$ cat config.mk
export PLATFORM = sky130hd
export DESIGN_NAME = slot_allocator_with_dirty_tracking_unit
export DESIGN_NICKNAME = d
export VERILOG_FILES = /design/src/design/sadt_pkg.sv /design/src/design/slot_allocator_with_dirty_tracking_unit.sv /design/src/design/sadt_ram.sv
export VERILOG_INCLUDE_DIRS = /design/src /design/src/design
export SDC_FILE = /design/constraint.sdc
export NUM_CORES = 2
export LEC_CHECK = 0
export ABC_AREA = 1
export BUFFER_PORTS_ARGS = -buffer_cell sky130_fd_sc_hd__buf_4
export CAP_MARGIN = 20
export CORE_MARGIN = 4
export CORE_UTILIZATION = 40
export DETAILED_ROUTE_END_ITERATION = 10
export SLEW_MARGIN = 20
export SYNTH_ARGS = -nofsm -noshare
export SYNTH_HDL_FRONTEND = slang
export SYNTH_SLANG_ARGS = --single-unit
$ cat constraint.sdc
create_clock -name clk -period 4.5 [get_ports clk]
set_clock_uncertainty 0.2 [all_clocks]
set_input_delay 0.9 -clock clk [delete_from_list [all_inputs] [get_ports clk]]
set_output_delay 0.9 -clock clk [all_outputs]
set_load 0.05 [all_outputs]
$ cat src/design/slot_allocator_with_dirty_tracking_unit_defines.svh
// Assertion macros for the slot allocator with dirty tracking.
// Included by the top level; expects clk and arst_n in scope.
`ifndef SLOT_ALLOCATOR_WITH_DIRTY_TRACKING_UNIT_DEFINES_SVH
`define SLOT_ALLOCATOR_WITH_DIRTY_TRACKING_UNIT_DEFINES_SVH

// Same-cycle implication, disabled while reset is asserted.
`define SADT_ASSERT_NOW(label, ante, cons, msg) \
	label: assert property (@(posedge clk) disable iff (!arst_n) (ante) |-> (cons)) \
		else $error(msg);

// Next-cycle implication, disabled while reset is asserted.
`define SADT_ASSERT_NEXT(label, ante, cons, msg) \
	label: assert property (@(posedge clk) disable iff (!arst_n) (ante) |=> (cons)) \
		else $error(msg);

`endif

$ cat src/design/sadt_pkg.sv
// Shared types and codes for the slot allocator with dirty tracking.
// No dependencies.
`default_nettype none

package sadt_pkg;

	localparam int CMD_W    = 3;
	localparam int HANDLE_W = 5;
	localparam int VALUE_W  = 32;
	localparam int STATUS_W = 2;

	localparam logic [CMD_W-1:0] CMD_ADD    = 3'd0;
	localparam logic [CMD_W-1:0] CMD_REMOVE = 3'd1;
	localparam logic [CMD_W-1:0] CMD_UPDATE = 3'd2;
	localparam logic [CMD_W-1:0] CMD_GET    = 3'd3;
	localparam logic [CMD_W-1:0] CMD_UPLOAD = 3'd4;

	localparam logic [STATUS_W-1:0] STAT_OK   = 2'd0;
	localparam logic [STATUS_W-1:0] STAT_FULL = 2'd1;
	localparam logic [STATUS_W-1:0] STAT_BAD  = 2'd2;
	localparam logic [STATUS_W-1:0] STAT_NONE = 2'd3;

	typedef enum logic [1:0] {
		ST_IDLE,
		ST_EXEC,
		ST_SCAN
	} state_t;

endpackage

`default_nettype wire

$ cat src/design/slot_allocator_with_dirty_tracking_unit.sv
// Top level of the slot allocator with dirty tracking: control, flags and memories.
// Depends on sadt_pkg, sadt_ram and slot_allocator_with_dirty_tracking_unit_defines.svh.
//
// A request is taken when start is high and busy is low. For add, remove, update and
// get, the accepting cycle reads the entry and link memories, and the next cycle
// decides, writes back and presents the single result with done high, while busy is
// high. Codes 5 to 7 are taken and give no result. Upload snapshots and clears the
// dirty marks, then walks the entry memory one slot per cycle through its read port;
// it presents a result for each dirty slot and finishes on the highest one. With
// nothing dirty it answers once, like the short commands. Results are shown for one
// cycle only: the receiver has no way to stall them.
`default_nettype none
`include "slot_allocator_with_dirty_tracking_unit_defines.svh"

module slot_allocator_with_dirty_tracking_unit
	import sadt_pkg::*;
#(
	parameter int SLOTS      = 32,
	parameter int DATA_WIDTH = 32
) (
	input  wire logic                clk,
	input  wire logic                arst_n,
	input  wire logic                start,
	output logic                     busy,
	input  wire logic [CMD_W-1:0]    cmd,
	input  wire logic [HANDLE_W-1:0] handle,
	input  wire logic [VALUE_W-1:0]  value,
	output logic                     done,
	output logic [HANDLE_W-1:0]      handle_res,
	output logic [VALUE_W-1:0]       value_res,
	output logic [STATUS_W-1:0]      status,
	output logic                     last
);

	localparam int IDX_W = $clog2(SLOTS);
	localparam int CNT_W = $clog2(SLOTS + 1);
	localparam int CMP_W = (CNT_W > HANDLE_W) ? CNT_W : HANDLE_W;
	localparam int WIDE_W = 64;

	state_t state_q, state_d;

	logic [CMD_W-1:0]      cmd_q;
	logic [HANDLE_W-1:0]   h_q;
	logic [DATA_WIDTH-1:0] v_q;
	logic [SLOTS-1:0]      free_q;
	logic [SLOTS-1:0]      dirty_q;
	logic [SLOTS-1:0]      snap_q;
	logic [CNT_W-1:0]      used_q;
	logic [CNT_W-1:0]      free_head_q;
	logic [IDX_W-1:0]      scan_q;
	logic                  vld_s1;
	logic [IDX_W-1:0]      idx_s1;

	logic [DATA_WIDTH-1:0] ent_rdata;
	logic [CNT_W-1:0]      link_rdata;
	logic                  ent_we;
	logic [IDX_W-1:0]      ent_waddr;
	logic                  ent_re;
	logic [IDX_W-1:0]      ent_raddr;
	logic                  link_we;
	logic                  accept;

	logic [CMP_W-1:0]      h_in_ext, h_ext, slot_ext;
	logic [IDX_W-1:0]      h_in_idx, h_idx, fh_idx, slot_idx;
	logic [WIDE_W-1:0]     v_in_wide, v_wide, r_wide;
	logic                  from_free, fresh, live, scan_emit;
	logic [SLOTS-1:0]      remain;

	assign accept    = start && (state_q == ST_IDLE);
	assign busy      = (state_q != ST_IDLE);

	assign h_in_ext  = CMP_W'(handle);
	assign h_in_idx  = h_in_ext[IDX_W-1:0];
	assign h_ext     = CMP_W'(h_q);
	assign h_idx     = h_ext[IDX_W-1:0];
	assign fh_idx    = free_head_q[IDX_W-1:0];
	assign v_in_wide = WIDE_W'(value);
	assign v_wide    = WIDE_W'(v_q);
	assign r_wide    = WIDE_W'(ent_rdata);

	// A slot on the free list is reused only if the head really points at a free slot.
	assign from_free = (free_head_q != used_q) && (free_head_q < CNT_W'(SLOTS))
		&& free_q[fh_idx];
	assign fresh     = (used_q < CNT_W'(SLOTS));
	assign slot_idx  = from_free ? fh_idx : used_q[IDX_W-1:0];
	assign slot_ext  = CMP_W'(slot_idx);
	assign live      = (h_ext < CMP_W'(used_q)) && !free_q[h_idx];

	assign scan_emit = (state_q == ST_SCAN) && vld_s1 && snap_q[idx_s1];
	assign remain    = snap_q & ~(SLOTS'(1) << idx_s1);

	// The entry read is issued in the accepting cycle and consumed in the next; busy
	// holds off any other access in between, so no forwarding is needed.
	assign ent_re    = accept || (state_q == ST_SCAN);
	assign ent_raddr = (state_q == ST_SCAN) ? scan_q : h_in_idx;

	always_comb begin
		ent_we    = 1'b0;
		ent_waddr = h_idx;
		link_we   = 1'b0;
		if (state_q == ST_EXEC) begin
			unique case (cmd_q)
				CMD_ADD: begin
					ent_we    = from_free || fresh;
					ent_waddr = slot_idx;
				end
				CMD_REMOVE: link_we = live;
				CMD_UPDATE: ent_we  = live;
				default: ;
			endcase
		end
	end

	sadt_ram #(
		.DEPTH(SLOTS),
		.WIDTH(DATA_WIDTH)
	) u_entry_ram (
		.clk  (clk),
		.we   (ent_we),
		.waddr(ent_waddr),
		.wdata(v_q),
		.re   (ent_re),
		.raddr(ent_raddr),
		.rdata(ent_rdata)
	);

	sadt_ram #(
		.DEPTH(SLOTS),
		.WIDTH(CNT_W)
	) u_link_ram (
		.clk  (clk),
		.we   (link_we),
		.waddr(h_idx),
		.wdata(free_head_q),
		.re   (accept),
		.raddr(fh_idx),
		.rdata(link_rdata)
	);

	always_comb begin
		state_d = state_q;
		unique case (state_q)
			ST_IDLE: begin
				if (start) begin
					if (cmd == CMD_ADD || cmd == CMD_REMOVE || cmd == CMD_UPDATE
						|| cmd == CMD_GET) begin
						state_d = ST_EXEC;
					end else if (cmd == CMD_UPLOAD) begin
						state_d = (dirty_q != '0) ? ST_SCAN : ST_EXEC;
					end
				end
			end
			ST_EXEC: state_d = ST_IDLE;
			ST_SCAN: begin
				if (scan_emit && remain == '0) begin
					state_d = ST_IDLE;
				end
			end
			default: state_d = ST_IDLE;
		endcase
	end

	always_comb begin
		done       = 1'b0;
		handle_res = '0;
		value_res  = '0;
		status     = STAT_OK;
		last       = 1'b0;
		unique case (state_q)
			ST_EXEC: begin
				done = 1'b1;
				last = 1'b1;
				unique case (cmd_q)
					CMD_ADD: begin
						if (from_free || fresh) begin
							handle_res = slot_ext[HANDLE_W-1:0];
							value_res  = v_wide[VALUE_W-1:0];
						end else begin
							status = STAT_FULL;
						end
					end
					CMD_REMOVE, CMD_UPDATE, CMD_GET: begin
						handle_res = h_q;
						if (!live) begin
							status = STAT_BAD;
						end else if (cmd_q == CMD_UPDATE) begin
							value_res = v_wide[VALUE_W-1:0];
						end else if (cmd_q == CMD_GET) begin
							value_res = r_wide[VALUE_W-1:0];
						end
					end
					default: status = STAT_NONE;
				endcase
			end
			ST_SCAN: begin
				if (scan_emit) begin
					done       = 1'b1;
					handle_res = idx_s1 <= IDX_W'(SLOTS - 1) ?
						HANDLE_W'(CMP_W'(idx_s1)) : '0;
					value_res  = r_wide[VALUE_W-1:0];
					last       = (remain == '0);
				end
			end
			default: ;
		endcase
	end

	always_ff @(posedge clk or negedge arst_n) begin
		if (!arst_n) begin
			state_q <= ST_IDLE;
		end else begin
			state_q <= state_d;
		end
	end

	always_ff @(posedge clk) begin
		if (accept) begin
			cmd_q <= cmd;
			h_q   <= handle;
			v_q   <= v_in_wide[DATA_WIDTH-1:0];
		end
	end

	always_ff @(posedge clk or negedge arst_n) begin
		if (!arst_n) begin
			free_q      <= '0;
			dirty_q     <= '0;
			snap_q      <= '0;
			used_q      <= '0;
			free_head_q <= '0;
			scan_q      <= '0;
			vld_s1      <= 1'b0;
			idx_s1      <= '0;
		end else begin
			if (accept && cmd == CMD_UPLOAD) begin
				snap_q  <= dirty_q;
				dirty_q <= '0;
				scan_q  <= '0;
				vld_s1  <= 1'b0;
			end
			if (state_q == ST_EXEC) begin
				unique case (cmd_q)
					CMD_ADD: begin
						if (from_free) begin
							free_head_q      <= link_rdata;
							free_q[slot_idx] <= 1'b0;
							dirty_q[slot_idx] <= 1'b1;
						end else if (fresh) begin
							used_q            <= used_q + CNT_W'(1);
							free_head_q       <= used_q + CNT_W'(1);
							dirty_q[slot_idx] <= 1'b1;
						end
					end
					CMD_REMOVE: begin
						if (live) begin
							free_q[h_idx]  <= 1'b1;
							dirty_q[h_idx] <= 1'b0;
							free_head_q    <= CNT_W'(h_idx);
						end
					end
					CMD_UPDATE: begin
						if (live) begin
							dirty_q[h_idx] <= 1'b1;
						end
					end
					default: ;
				endcase
			end
			if (state_q == ST_SCAN) begin
				vld_s1 <= 1'b1;
				idx_s1 <= scan_q;
				if (scan_q != IDX_W'(SLOTS - 1)) begin
					scan_q <= scan_q + IDX_W'(1);
				end
				if (scan_emit) begin
					snap_q <= remain;
				end
			end else begin
				vld_s1 <= 1'b0;
			end
		end
	end

	`SADT_ASSERT_NOW(a_done_busy, done, busy, "result strobe outside a busy cycle")
	`SADT_ASSERT_NOW(a_used_range, 1'b1, used_q <= CNT_W'(SLOTS), "used length beyond store size")
	`SADT_ASSERT_NOW(a_head_range, 1'b1, free_head_q <= used_q, "free head beyond used length")
	`SADT_ASSERT_NEXT(a_scan_end, scan_emit && last, !busy, "upload did not end after last result")
	`SADT_ASSERT_NEXT(a_exec_once, state_q == ST_EXEC, !done, "short command gave two results")

endmodule

`default_nettype wire

$ cat src/design/sadt_ram.sv
// Single-port-write, single-port-read synchronous RAM with registered read data.
// No dependencies.
`default_nettype none

module sadt_ram #(
	parameter int DEPTH = 32,
	parameter int WIDTH = 32
) (
	input  wire logic                     clk,
	input  wire logic                     we,
	input  wire logic [$clog2(DEPTH)-1:0] waddr,
	input  wire logic [WIDTH-1:0]         wdata,
	input  wire logic                     re,
	input  wire logic [$clog2(DEPTH)-1:0] raddr,
	output logic      [WIDTH-1:0]         rdata
);

	logic [WIDTH-1:0] mem [DEPTH];

	always_ff @(posedge clk) begin
		if (we) begin
			mem[waddr] <= wdata;
		end
	end

	always_ff @(posedge clk) begin
		if (re) begin
			rdata <= mem[raddr];
		end
	end

endmodule

`default_nettype wire

# [Word level (Yosys, flattened, before mapping)]
# Memories as Yosys holds them, arrays and structs flattened. A register that Yosys moved wholly into a read port is not among the register bits.
# Cells that the tools add are included.
[op_classes] n_reduce_logical=28 multipliers=0 add_sub_neg=2 n_div=0 muxes=69 order_cmp=10 bitwise_logic=10 eq_ne=17 n_shift=1
[ops] operator="32-bit 2-to-1 mux" n=16
[ops] operator="32-bit case mux with 2 select lines" n=3
[ops] operator="32-bit bitwise AND" n=3
[ops] operator="32-bit inverter" n=3
[ops] operator="32-bit bitwise OR" n=3
[ops] operator="32-bit case mux with 3 select lines" n=1
[ops] operator="5-bit 2-to-1 mux" n=10
[ops] operator="32-bit logical NOT" n=1
[ops] operator="32-bit nonzero test" n=1
[ops] operator="1-bit by 5-bit << shifter with 32-bit output, first input constant" n=1
[ops] operator="5-bit by 6-bit less-than comparator with 1-bit output, second input constant" n=4
[ops] operator="5-bit case mux with 2 select lines" n=2
[ops] operator="6-bit 2-to-1 mux" n=3
[ops] operator="1-bit 2-to-1 mux" n=16
[ops] operator="1-bit binary-select mux with 5-bit select" n=3
[ops] operator="2-bit 2-to-1 mux" n=7
[ops] operator="3-bit by 2-bit == test with 1-bit output, second input constant" n=4
[ops] operator="6-bit less-than comparator, second input constant" n=2
[ops] operator="6-bit case mux with 2 select lines" n=1
[ops] operator="4-bit AND reduction" n=3
[ops] operator="1-bit demux with 5-bit select" n=2
[ops] operator="5-bit by 1-bit >= comparator with 1-bit output, second input constant" n=2
[ops] operator="1-bit logical AND" n=10
[ops] operator="2-bit != test, second input constant" n=4
[ops] operator="other kinds (22)" n=32
[totals] romBits=0 ram_bits=1216 wordCells=151 mem_count=2 latchBits=0 in_bits=43 register_bits=161
[mem_list] memory="u_entry_ram.mem" words=32 width=32 rd=1 rd_clocked_by_memory_dff=1 wr=1 line_no="sadt_ram.sv:18" rtl="logic [WIDTH-1:0] mem [DEPTH];"
[mem_list] memory="u_link_ram.mem" words=32 width=6 rd=1 rd_clocked_by_memory_dff=1 wr=1 line_no="sadt_ram.sv:18"

# [Depth between registers and ports, before layout]
[logic_depth] depth_word=13 ltp_mapped=19 mapped_depth_nobuf=16

# [Hierarchy]
# From an unflattened synthesis, not the netlist that was laid out.
[hier_totals] hier_cells=5966 hier_area_um2=62319.8
[by_module_without_submodules] module="sadt_ram (u_entry_ram)" cells_each=3536 area_each_um2=42726.0 n_inst=1 seq_area_each_um2=31710.4
[by_module_without_submodules] module="slot_allocator_with_dirty_tracking_unit" cells_each=1726 area_each_um2=11456.0 n_inst=1 seq_area_each_um2=4229.1
[by_module_without_submodules] module="sadt_ram (u_link_ram)" cells_each=704 area_each_um2=8137.8 n_inst=1 seq_area_each_um2=5945.7

# [Least setup slack after synthesis]
# OpenSTA, ideal clock, no wires.
[synth_timing] path_kind="reg-to-reg" startpoint="register free_head_q[0]" endpoint="memory u_entry_ram.mem[26][0], enable pin" path_stages_with_launch=18 arrival_time_ps=3813 setup_slack_ps=66 setup_time_ps=421 required_time_ps=3879 cell_sequence="dfrtp_1 -> buf_4 -> inv_4 -> buf_6 -> nand2_1 -> nand3_1 -> nand3_1 -> nand3_1 -> nand3_2 -> nand3_4 -> buf_6 -> nand2_1 -> o21ai_2 -> nand2_1 -> o21ai_0 -> inv_1 -> nand3_2 -> nor2_1"
[synth_via] elab_chain_cells=8 elab_cells_between_ends=14 cone_classes="1 x order compare; 1 x eq/ne; 9 x mux; 3 x reduce/logical"
[synth_rtl] element="start, declared" line_no="slot_allocator_with_dirty_tracking_unit.sv:49" rtl="logic [CNT_W-1:0] free_head_q;"
[synth_rtl] element="start signal, assigned" line_no="slot_allocator_with_dirty_tracking_unit.sv:245" rtl="free_head_q <= link_rdata;"
[synth_rtl] element="start signal, assigned" line_no="slot_allocator_with_dirty_tracking_unit.sv:250" rtl="free_head_q <= used_q + CNT_W'(1);"
[synth_rtl] element="start signal, assigned" line_no="slot_allocator_with_dirty_tracking_unit.sv:258" rtl="free_head_q <= CNT_W'(h_idx);"
[synth_rtl] element="1-bit binary-select mux with 5-bit select, or another cell as far along" line_no="slot_allocator_with_dirty_tracking_unit.sv:83" rtl="&& free_q[fh_idx];"
[synth_rtl] element="1-bit 2-to-1 mux (not written as such) or 1-bit logical AND (tied branches)" line_no="slot_allocator_with_dirty_tracking_unit.sv:83, slot_allocator_with_dirty_tracking_unit.sv:82"
[synth_rtl] element="1-bit logical AND" line_no="slot_allocator_with_dirty_tracking_unit.sv:83"
[synth_rtl] element="1-bit logical OR" line_no="slot_allocator_with_dirty_tracking_unit.sv:104" rtl="ent_we = from_free || fresh;"
[synth_rtl] element="1-bit case mux with 2 select lines" line_no="slot_allocator_with_dirty_tracking_unit.sv:102" rtl="unique case (cmd_q)"
[synth_rtl] element="1-bit 2-to-1 mux" line_no="slot_allocator_with_dirty_tracking_unit.sv:101" rtl="if (state_q == ST_EXEC) begin"
[synth_rtl] element="1-bit 2-to-1 mux" line_no="sadt_ram.sv:21" rtl="if (we) begin"
[synth_rtl] element="1-bit 2-to-1 mux (not written as such)" line_no="sadt_ram.sv:22" rtl="mem[waddr] <= wdata;"
[synth_rtl] element="end, declared" line_no="sadt_ram.sv:18"
# Several ways; a longest one is shown, not always the timed one. The select of a mux whose other input is x is not followed.

# [Worst setup path in the final report]
[layout_timing] startpoint="register h_q[1], in the netlist h_idx[1]" endpoint="output port value_res[10]"
[layout_via] elab_chain_cells=7 elab_cells_between_ends=8 cone_classes="1 x order compare; 5 x mux; 2 x reduce/logical"
[layout_rtl] element="start, declared" line_no="slot_allocator_with_dirty_tracking_unit.sv:43" rtl="logic [HANDLE_W-1:0] h_q;"
[layout_rtl] element="start signal, assigned" line_no="slot_allocator_with_dirty_tracking_unit.sv:219" rtl="h_q <= handle;"
[layout_rtl] element="1-bit binary-select mux with 5-bit select" line_no="slot_allocator_with_dirty_tracking_unit.sv:87" rtl="assign live = (h_ext < CMP_W'(used_q)) && !free_q[h_idx];"
[layout_rtl] element="1-bit 2-to-1 mux (not written as such)" line_no="slot_allocator_with_dirty_tracking_unit.sv:87"
[layout_rtl] element="1-bit logical NOT" line_no="slot_allocator_with_dirty_tracking_unit.sv:87"
[layout_rtl] element="1-bit logical AND *" line_no="slot_allocator_with_dirty_tracking_unit.sv:87"
[layout_rtl] element="32-bit 2-to-1 mux *" line_no="slot_allocator_with_dirty_tracking_unit.sv:184" rtl="if (!live) begin"
[layout_rtl] element="32-bit case mux with 2 select lines *" line_no="slot_allocator_with_dirty_tracking_unit.sv:173" rtl="unique case (cmd_q)"
[layout_rtl] element="32-bit case mux with 2 select lines *" line_no="slot_allocator_with_dirty_tracking_unit.sv:169" rtl="unique case (state_q)"
[layout_rtl] element="end, declared" line_no="slot_allocator_with_dirty_tracking_unit.sv:30" rtl="output logic [VALUE_W-1:0] value_res,"
# Mark *: on every way between the ends. The rest lies on a longest branch, timed or not. The select of a mux whose other input is x is not followed.

==> results.json <==
{
  "status": "completed",
  "drc": 0,
  "vias": 42540,
  "dpl_cell_area_um2": 63760,
  "setup_tns_ns": 0,
  "portBuffers": 84,
  "yosysSeqAreaShare_pct": 70.34,
  "die-area_um2": 155100,
  "multi_input_area_um2": 16060,
  "pin_count": 85,
  "fin_crit_ns": 4.455,
  "synth.most_common_cell": "edfxtp_1",
  "syn_area_um2": 59540,
  "syn-instance-count": 5070,
  "drt-pass1-iter-count": 6,
  "synth_top_cell_by_area": "edfxtp_1",
  "grt_usage_pct": 23.35,
  "drt-vias-per-instance": 5.845,
  "crit_path_max_incr_delay_ns": 0.53,
  "ant_nets": 0,
  "switching_share_pct": 36.44,
  "cts_tree": "built",
  "postLayoutSetupSlackWorst_ns": 0.04468,
  "switchingPower_uw": 14950,
  "die_w_um": 393.8,
  "clk_latency_ns": 0.79,
  "initial_core_util_pct": 40.28,
  "routed_wirelength_um": 188400,
  "power_density_nw_per_um2": 587.8,
  "yosys_warnings": 0,
  "setup-violations-final": 0,
  "ctsHoldBuffers": 0,
  "rows": 141,
  "synth.distinct_cells": 45,
  "coreArea_um2": 147800,
  "htreeDepth": 4,
  "clockBufferDepth": 3,
  "synth_edf_count": 1294,
  "drive_gt1_share_pct": 14.03,
  "clkPwrFrac_pct": 29.4,
  "drtIter0Drc": 5185,
  "grt_pass1_vias": 40500,
  "arrival_ns": 3.36,
  "cts_root_buf": "clkbuf_16",
  "max_cap_violations": 0,
  "finalNonFillerCells": 7278,
  "antenna_found_initial": 9,
  "wl_per_cell_um": 25.88,
  "finalHoldViolCount": 0,
  "path_class": "register to output pin",
  "relSlewSlack_pct": 22.12,
  "clk_pin_slew_ns": 0.06,
  "power_leakage_uw": 0.02375,
  "pwr-share-comb_pct": 30.7,
  "regArea_um2": 41900,
  "yosysTopAreaCellShare_pct": 65.26,
  "ir_drop_v": 0.0005410,
  "cts_num_sinks": 1415,
  "rsz0062_at_grt": "true",
  "cp_max_fo": 6,
  "grt_max_degree": 142,
  "p_int_uw": 26070,
  "dp.cells": 6952,
  "cts_buffers": 148,
  "area_delta_synth_final_pct": 17.19,
  "dieHeight_um": 393.8,
  "cp_common_cell": "nand2_1",
  "path_cells": "buf_6 -> nand2_8 -> buf_4 -> o22ai_1 -> o21ai_0 -> nand2_1 -> nor2_2 -> nand3_4 -> clkinv_8 -> clkbuf_16 -> nand2_1 -> o21ai_0 -> nand2_1 -> a21oi_2 -> buf_6",
  "nFillCells": 13130,
  "post-route-period-util_pct": 99.01,
  "grt_pass1_wl_um": 273100,
  "place_congestion": 0.8634,
  "startpoint_type": "register",
  "syn_nets": 5123,
  "cp_slowest_cell": "edfxtp_1",
  "yosys_most_used_dff": "edfxtp_1",
  "fmax_mhz": 224.5,
  "avgSynthCellArea_um2": 11.74,
  "gr-total-overflow": 0,
  "place_hpwl_um": 112300,
  "synth.ff_latch_count": 1415,
  "worst_slew_pin_slew_ns": 1.156,
  "dp_slack_ns": 0.2922,
  "required_ns": 3.40,
  "share_seq_of_total_power_pct": 39.9,
  "slew_violations": 0,
  "synth_top_cells_by_count": "edfxtp_1, o21ai_0, nor2_1",
  "netlist_top_cells_area": "edfxtp_1, o21ai_0, dfrtp_1",
  "hold_path.class": "input pin to async pin",
  "crit_path_end_kind": "output pin",
  "synth-async-reset-ratio_pct": 8.551,
  "finalInstanceArea_um2": 69780,
  "fin_nets": 5286,
  "final_util_pct": 47.20
}
-- power groups by stage --
stage	Clock (µW)	Sequential (µW)	Combinational [µW]
after floorplan	0	16600	7020
after global placement	0	16600	11600
after detailed placement	0	16600	11700
after CTS	12200	16300	12100
after global routing	12800	16400	13600
final	12100	16300	12600
-- timing repair --
item / CTS / global route
buffers inserted: 15 / 33
gates cloned: 3 / 10
pin swaps: 1 / 19
gates resized for setup: 39 / 145
setup endpoints to repair: 39 / 38
-- critical path, delay by kind of cell, from the launching register on --
kind / cells / cell delay [ns]
compound gates: 4 / 0.52
buf+inv: 5 / 0.83
flops: 1 / 0.53
simple gates: 6 / 0.68
-- cell type report --
cell class / count / area share, %
diodes: 2 / 0.007173
clock buffers: 180 / 5.596
clock inverters: 83 / 1.227
inverters: 225 / 1.309
multi-input cells: 3069 / 23.02
flip-flops and latches: 1415 / 60.05
well taps: 1930 / 3.461
repair buffers: 372 / 5.318
repair inverters: 2 / 0.01435
-- sequential cells by signal, summed over array words and instances, names as in the netlist --
| name | flops |
|---|---|
| h_idx | 5 |
| u_entry_ram.mem | 1024 |
| idx_s1 | 5 |
| cmd_q | 3 |
| scan_q | 5 |
| free_q | 32 |
| snap_q | 32 |
| free_head_q | 6 |
| vld_s1 | 1 |
| dirty_q | 32 |
| v_q | 32 |
| u_link_ram.mem | 192 |
| u_link_ram.rdata | 6 |
| used_q | 6 |
| state_q | 2 |
| u_entry_ram.rdata | 32 |
-- metrics by stage --
step / hold slack [ns] / total power, µW
finish: 0.01126 / 41010
global route: 0.03646 / 42840
CTS: 0.01653 / 40650
detailed placement: 0.2902 / 28350
global placement: 0.2814 / 28280
floorplan: 0.2666 / 23590
-- kinds of logic (layout without fill, tap and decap cells) --
group / after synthesis / in the layout / share of synthesized area, %
AO/OA/AOI/OAI: 1434 / 1434 / 14.49
XOR/XNOR: 7 / 7 / 0.1030
adder cells (fa/ha/maj): 10 / 10 / 0.2101
buffers and inverters: 588 / 862 / 3.894
flip-flops: 1415 / 1415 / 70.34
other: 0 / 2 / 0
AND/OR/NAND/NOR: 1616 / 1618 / 10.95
-- cells in the final DEF (no fill, tap or decap), types with 19 or more instances in the layout --
master,count
edfxtp_1,1294
o21ai_0,763
nor2_1,722
nand2_1,556
buf_4,278
o221ai_1,269
inv_1,195
nand3_1,193
clkbuf_16,155
dfrtp_1,114
o22ai_1,109
a21oi_1,84
a31oi_1,80
buf_12,51
nor2_4,40
clkinv_1,40
nor3_1,35
o211ai_1,34
buf_6,34
a21oi_2,29
clkbuf_1,25
clkinv_2,23
o21ai_1,19
-- final timing paths --
kind / startpoint / to / slack (ns) / cells past startpoint
setup / recovery: h_idx[1]$_DFFE_PP_ / value_res[10] / 0.04 / 15
hold / removal: arst_n / free_q[23]$_DFFE_PN0P_ / 0.01 / 2
setup reg to reg: state_q[0]$_DFFE_PN0P_ / u_entry_ram.rdata[31]$_DFFE_PP_ / 0.45 / 10
hold reg to reg: free_q[0]$_DFFE_PN0P_ / free_q[0]$_DFFE_PN0P_ / 0.31 / 2
max in group asynchronous: arst_n / idx_s1[2]$_DFFE_PN0P_ / 3.49 / 2
min in group clk: value[0] / v_q[0]$_DFFE_PP_ / 0.06 / 1
-- routing by layer --
metal,global-route usage [%],vias up,wire length (µm)
li1,-,19070,-
met2,38.46,1901,90470
met5,0,-,34
met4,7.749,4,6065
met3,4.383,353,15000
met1,31.27,21220,76780
(Power assumes the default switching activity.)
